### src/rtl/pid_pkg.sv
package pid_pkg;

  // Q16.16 data path
  localparam int DATA_W = 32;
  localparam int FRAC_W = 16;
  localparam int MS_W   = 16;
  localparam int LIM_W  = DATA_W - 1;

  // Full unsigned product of two magnitudes, and the dividend taken from it
  localparam int PROD_W = 2 * DATA_W;
  localparam int DVD_W  = PROD_W - FRAC_W;

  // Divider retires two quotient bits per cycle
  localparam int DIV_STEPS = DVD_W / 2;
  localparam int CNT_W     = $clog2(DIV_STEPS + 1);

  // Stream payload widths (whole bytes)
  localparam int S_TDATA_W = DATA_W + MS_W;
  localparam int SPEED_W   = 7;
  localparam int M_TDATA_W = 5 * DATA_W + SPEED_W + 1;

  // Configuration port
  localparam int CFG_IDX_W = 3;

  typedef enum logic [CFG_IDX_W-1:0] {
    CFG_ENABLE   = 3'd0,
    CFG_SETPOINT = 3'd1,
    CFG_GAIN_P   = 3'd2,
    CFG_GAIN_I   = 3'd3,
    CFG_GAIN_D   = 3'd4,
    CFG_OUT_MIN  = 3'd5,
    CFG_OUT_MAX  = 3'd6,
    CFG_INT_LIM  = 3'd7
  } cfg_idx_t;

  // Fixed constants
  localparam logic [MS_W-1:0]    MS_PER_S  = MS_W'(1000);
  localparam logic [SPEED_W-1:0] SPEED_MAX = SPEED_W'(100);

  // Register reset values
  localparam logic signed [DATA_W-1:0] RST_GAIN_P  = DATA_W'(65536);
  localparam logic signed [DATA_W-1:0] RST_GAIN_I  = DATA_W'(6554);
  localparam logic signed [DATA_W-1:0] RST_GAIN_D  = DATA_W'(655);
  localparam logic signed [DATA_W-1:0] RST_OUT_MIN = -DATA_W'(6553600);
  localparam logic signed [DATA_W-1:0] RST_OUT_MAX = DATA_W'(6553600);
  localparam logic [LIM_W-1:0]         RST_INT_LIM = LIM_W'(6553600);

  typedef logic signed [DATA_W-1:0] q_t;

  // Sequencer to shared multiply/divide unit
  typedef struct packed {
    logic              mul_go;
    logic [DATA_W-1:0] mul_a;
    logic [DATA_W-1:0] mul_b;
    logic              div_go;
    logic [MS_W-1:0]   div_den;
  } mdu_req_t;

  // Shared unit back to sequencer
  typedef struct packed {
    logic              div_done;
    logic [PROD_W-1:0] prod;
    logic [DVD_W-1:0]  quo;
  } mdu_rsp_t;

endpackage

### src/rtl/pid_mdu.sv
module pid_mdu
  import pid_pkg::*;
(
  input  logic     clk,
  input  logic     rst,
  input  mdu_req_t req,
  output mdu_rsp_t rsp
);

  logic [PROD_W-1:0] prod;
  logic [DVD_W-1:0]  dq;
  logic [MS_W-1:0]   rem;
  logic [MS_W-1:0]   den;
  logic [CNT_W-1:0]  cnt;
  logic              busy;
  logic              done;

  logic [MS_W:0]     r1;
  logic [MS_W:0]     r2;
  logic              b1;
  logic              b2;
  logic [DVD_W-1:0]  dq_next;
  logic [MS_W-1:0]   rem_next;

  // Unsigned magnitude multiplier, registered
  always_ff @(posedge clk) begin
    if (req.mul_go) begin
      prod <= PROD_W'(req.mul_a) * PROD_W'(req.mul_b);
    end
  end

  // Two restoring divide steps per cycle
  always_comb begin
    r1 = {rem, dq[DVD_W-1]};
    b1 = (r1 >= {1'b0, den});
    if (b1) begin
      r1 = r1 - {1'b0, den};
    end
    r2 = {r1[MS_W-1:0], dq[DVD_W-2]};
    b2 = (r2 >= {1'b0, den});
    if (b2) begin
      r2 = r2 - {1'b0, den};
    end
    dq_next  = {dq[DVD_W-3:0], b1, b2};
    rem_next = r2[MS_W-1:0];
  end

  // Divider control: dividend is the low part of the held integer product
  always_ff @(posedge clk) begin
    if (rst) begin
      busy <= 1'b0;
      done <= 1'b0;
      cnt  <= '0;
    end else begin
      done <= 1'b0;
      if (req.div_go) begin
        busy <= 1'b1;
        cnt  <= CNT_W'(DIV_STEPS);
      end else if (busy) begin
        cnt <= cnt - CNT_W'(1);
        if (cnt == CNT_W'(1)) begin
          busy <= 1'b0;
          done <= 1'b1;
        end
      end
    end
  end

  // Integer product (no binary point shift); it always fits the dividend
  always_ff @(posedge clk) begin
    if (req.div_go) begin
      dq  <= prod[DVD_W-1:0];
      rem <= '0;
      den <= req.div_den;
    end else if (busy) begin
      dq  <= dq_next;
      rem <= rem_next;
    end
  end

  assign rsp.div_done = done;
  assign rsp.prod     = prod;
  assign rsp.quo      = dq;

`ifndef NO_ASSERTIONS
  a_div_go_idle: assert property (@(posedge clk) disable iff (rst)
    req.div_go |-> !busy)
    else $error("divide started while divider busy");
  a_done_pulse: assert property (@(posedge clk) disable iff (rst)
    done |=> !done)
    else $error("divide done held for more than one cycle");
  a_busy_count: assert property (@(posedge clk) disable iff (rst)
    busy |-> (cnt != '0))
    else $error("divider busy with no steps left");
`endif

endmodule

### config.mk
export PLATFORM = sky130hd
export DESIGN_NAME = pid_mdu
export DESIGN_NICKNAME = d
export VERILOG_FILES = /design/src/rtl/pid_pkg.sv /design/src/rtl/pid_mdu.sv
export SDC_FILE = /design/constraint.sdc
export NUM_CORES = 2
export LEC_CHECK = 0
export CAP_MARGIN = 20
export CORE_MARGIN = 2
export CORE_UTILIZATION = 59
export DETAILED_ROUTE_END_ITERATION = 10
export DONT_BUFFER_PORTS = 1
export GPL_ROUTABILITY_DRIVEN = 0
export PLACE_DENSITY = 0.75
export RECOVER_POWER = 25
export SLEW_MARGIN = 20
export SYNTH_ARGS = -nofsm -noshare
export SYNTH_HDL_FRONTEND = slang
export SYNTH_SLANG_ARGS = --single-unit
### constraint.sdc
create_clock -name clk -period 9.3 [get_ports clk]
set_clock_uncertainty 0.1 [all_clocks]
set_input_delay 1.86 -clock clk [delete_from_list [all_inputs] [get_ports clk]]
set_output_delay 1.86 -clock clk [all_outputs]
set_load 0.1 [all_outputs]
== Yosys cells after proc, flatten, opt, wreduce, memory -nomap -nowiden ==
Index checks and enable logic that the tools add are counted.
Word-level totals
  bits in registers: 151
  memory bits (writable): 0
  bits in read-only memories: 0
  latch bits: 0
  logic and storage cells: 29
  memories: 0
Cells by class
  shift-type cells: 0
  multiply operators: 1
  div/mod/pow operators: 0
  $lt $le $gt $ge: 2
  bitwise operators: 1
  reduce and logical (&&, ||, !) cells: 3
  equal/unequal tests: 1
  add/subtract/negate cells: 3
  muxes and demuxes: 10
Operators by type and width (count)
  48-bit 2-to-1 mux: 2
  32-bit by 32-bit multiplier with 64-bit output: 1
  17-bit by 16-bit >= comparator with 1-bit output: 2
  16-bit 2-to-1 mux: 2
  16-bit subtractor: 2
  5-bit 2-to-1 mux: 2
  5-bit by 1-bit == test with 1-bit output (second input constant): 1
  5-bit by 1-bit subtractor with 5-bit output (second input constant): 1
  1-bit 2-to-1 mux: 4
  3-bit OR reduction: 1
  2-bit nonzero test: 1
  2-bit OR reduction: 1
  1-bit NOT: 1

== Depth between registers and ports, before layout ==
  depth in word-level cells: 5
  gate-level depth with buffers: 28

== Worst setup path before layout ==
Ideal clock, no wire load.
  kind: input port to flip-flop
  start: in req[74] (netlist bit)
  end: reg prod[62], data pin
  buffers on the path: 2
  setup time: 263 ps
  arrival time: 8373 ps
  stages on the path: 25
  path slack: 564 ps
  required time: 8937 ps
  cell sequence: clkbuf_1 nand2_1 fa_1 inv_1 fa_1 inv_1 fa_1 inv_1 fa_1 fa_1 fa_1 fa_1 inv_1 fa_1 inv_1 ha_1 clkbuf_1 nand2_1 o21ai_0 a211oi_1 o21ai_0 a21oi_1 o41ai_1 a311oi_1 xnor2_1
On the way
  longest elaborated chain between the ends: 1
RTL lines
  from (decl): RTL line pid_mdu.sv:6  | input mdu_req_t req,
  32-bit by 32-bit multiplier with 64-bit output: RTL line pid_mdu.sv:28  | prod <= PROD_W'(req.mul_a) * PROD_W'(req.mul_b);
  to (signal assigned): RTL line pid_mdu.sv:28
  to (decl): RTL line pid_mdu.sv:10  | logic [PROD_W-1:0] prod;
Every way passes these cells.
A chain may end at the register's enable or synchronous reset.

== Worst setup path in the final report ==
  start: in req[19] (netlist bit)
  end: reg prod[60], data pin
The elaborated chain is that of the path after synthesis.

==> results.ini <==
[sta]
hold_viol=0
slew_headroom=0.315
fin_crit_sh=0.952
slew_viol_final=0
setup_viol=0
max_freq_mhz=113
tightest_slew_ps=1030
fin_setup_tns_ps=0
rsz0062_at_grt=false
setup_ws_ps=449
period_needed_ps=8850

[clock_tree]
ctsHtreeMaxLevel=4
numCtsBuffers=17
cts_tree=built
post-cts-setup-buffer-count=0
cts_resized=0
root_buffer=clkbuf_16
cts_hold_repair.buffers=0
worstSkewPairLatency_ps=430
max-clock-path-buffers=2
cts.sinks=151
clkTransAtPathRegs_ps=70

[floorplan]
pin_count=197
dieHeight_um=267
initial_core_util=0.595
die_x_um=267
rows=96
die_area_um2=71200
coreArea_um2=68500

[yosys]
yosys.cell_count.top_type=inv_1
synth_cells=4301
syn_area_um2=40800
yosys-top-cells-count=909 x inv_1, 898 x fa_1, 609 x and2_1, 513 x nand2_1, 297 x ha_1
yosysUniqueCellTypes=76
avgSynthCellArea_um2=9.48
ys_ff_latch=151
yosys_warnings=0
yosysTopAreaCell=fa_1
async_reset_ff_frac=0
synthTopCellsByArea=fa_1 44%, edfxtp_1 9.4%, and2_1 9.3%
synth_edf_count=128
synth_top_area_frac=0.441
ys.flop_type=edfxtp_1
seq_area_frac_synth=0.106
syn_nets=5580

[setup_path]
slowest_delay_ps=610
worstPathCellList=and2_1 > fa_1 > inv_1 > fa_1 > fa_1 > fa_1 > inv_1 > fa_1 > fa_1 > fa_1 > inv_1 > fa_1 > inv_1 > ha_1 > nand4_1 > nor4_1 > a221oi_1 > o21ai_0 > a31oi_1 > o41ai_2 > o221ai_1 > xnor2_1
cpLargestDelayFamily=adder cells
cp_num_buf_inv=4
worst_ep_required_time_ps=9390
path_max_fanout=32
cp_slowest_cell=o41ai_2
endpoint_kind=register
cpMostUsedCell=fa_1
critPathLaunchType=input port
path_class=input port to register
crit_arrival_ps=8940

[flow_run]
max_cap_violations=0

[run_status]
violations=antenna violations
status=complete, but fails checks

[worst_hold_path]
hold_path_class=register to register

[placement]
dp.final_hpwl_um=83900
dpl_cell_area_um2=41000
numPortBuffers=0
place_ws_ps=71.8

[cells_and_area]
nets=5366
design_area_um2=41600
drive_above_1_share=0.0273
syn_to_final_growth_pct=2.15

[global_routing]
antenna_found_initial=0
grt_max_degree=86
grt_usage=0.318
grt_pass1_vias=31700
grt_pass1_wl_um=173000
overflow=0

[routing]
vias=29100
drt_wl_total_um=108000
drc_errors=0
wire_per_inst_um=21.6
ant_nets=1
drt_pass1_iterations=5
via_per_inst=5.84
drt_iter0_drc=1973

cells in the final DEF (no fill, tap or decap), drive strengths merged, types with 6 or more instances in the layout:
| cell type | n |
|---|---|
| a21o | 42 |
| dfxtp | 23 |
| nor2b | 9 |
| a211oi | 12 |
| nor2 | 77 |
| nor4 | 8 |
| edfxtp | 128 |
| buf | 12 |
| nand3 | 34 |
| and2 | 609 |
| xnor2 | 58 |
| o21ai | 71 |
| o21bai | 14 |
| a21oi | 95 |
| nand4 | 21 |
| mux2 | 49 |
| ha | 297 |
| and4 | 6 |
| clkbuf | 19 |
| a21boi | 7 |
| a31oi | 11 |
| and3 | 6 |
| xor2 | 25 |
| a311oi | 9 |
| nand2b | 7 |
| fa | 898 |
| o211ai | 10 |
| o21a | 8 |
| nor3 | 20 |
| nand2 | 514 |
| nor4b | 7 |
| o31ai | 8 |
| inv | 911 |
final timing paths:
kind / slack [ps] / end / cells past startpoint / start
max: 450 / prod[60] / 22 / req[19]
min: 400 / rem[9] / 2 / rem[9]
max reg2reg: 3300 / dq[0] / 17 / dq[47]
min reg2reg: 400 / rem[9] / 2 / rem[9]
flip-flops by register name, indices dropped and copies added, names as in the netlist:
| register | flops |
|---|---|
| busy | 1 |
| cnt | 5 |
| den | 16 |
| done | 1 |
| dq | 48 |
| prod | 64 |
| rem | 16 |
layout make-up:
cell class                 count  area, um2
sequential                   151       4300
clock inverter                13        195
antenna                        5       12.5
inverter                     909       3410
tap                          882       1100
clock buffer                  19        433
fill                        5721      26800
multi-input combinational   2996      32100
timing repair buffer          12       90.1
worst reg2reg max path, delay by kind of cell (launching register included):
kind            cells  cell delay (ps)
simple gates        5             1060
mux                 2              670
flops               1              990
compound gates      6             2090
buf+inv             2              230
fa+ha+maj           2              630
routing by layer:
metal / GRT usage / part of all wire / routed length, um
met1: 0.375 / 0.36 / 38400
met3: 0.0427 / 0.060 / 6490
met2: 0.549 / 0.51 / 54500
met4: 0.202 / 0.076 / 8200
met5: 0 / 0 / 0
per-stage QoR:
step           std cells  hold WS [ps]  utilization
2_1_floorplan       4301           368            -
3_3_place_gp        4950           390        0.599
3_5_place_dp        4950           396        0.599
4_1_cts             4982           404        0.608
5_1_grt             4982           436        0.608
6_report            4987           402        0.608
kinds of logic (layout without fill, tap and decap cells):
kind of cell	Yosys count	count (layout)	share of synthesized area
muxes	50	50	0.0138
AOI/OAI and AO/OA	333	333	0.0547
buffers and inverters	1154	953	0.107
adders and majority gates	1195	1195	0.532
other	0	5	0
xor gates and xnor gates	83	83	0.0178
and+or+nand+nor	1335	1335	0.169
DFF	151	151	0.106
Power is left out: the tool's default activity adds up to more than one toggle a clock period on the data nets, which glitch-free logic cannot reach.
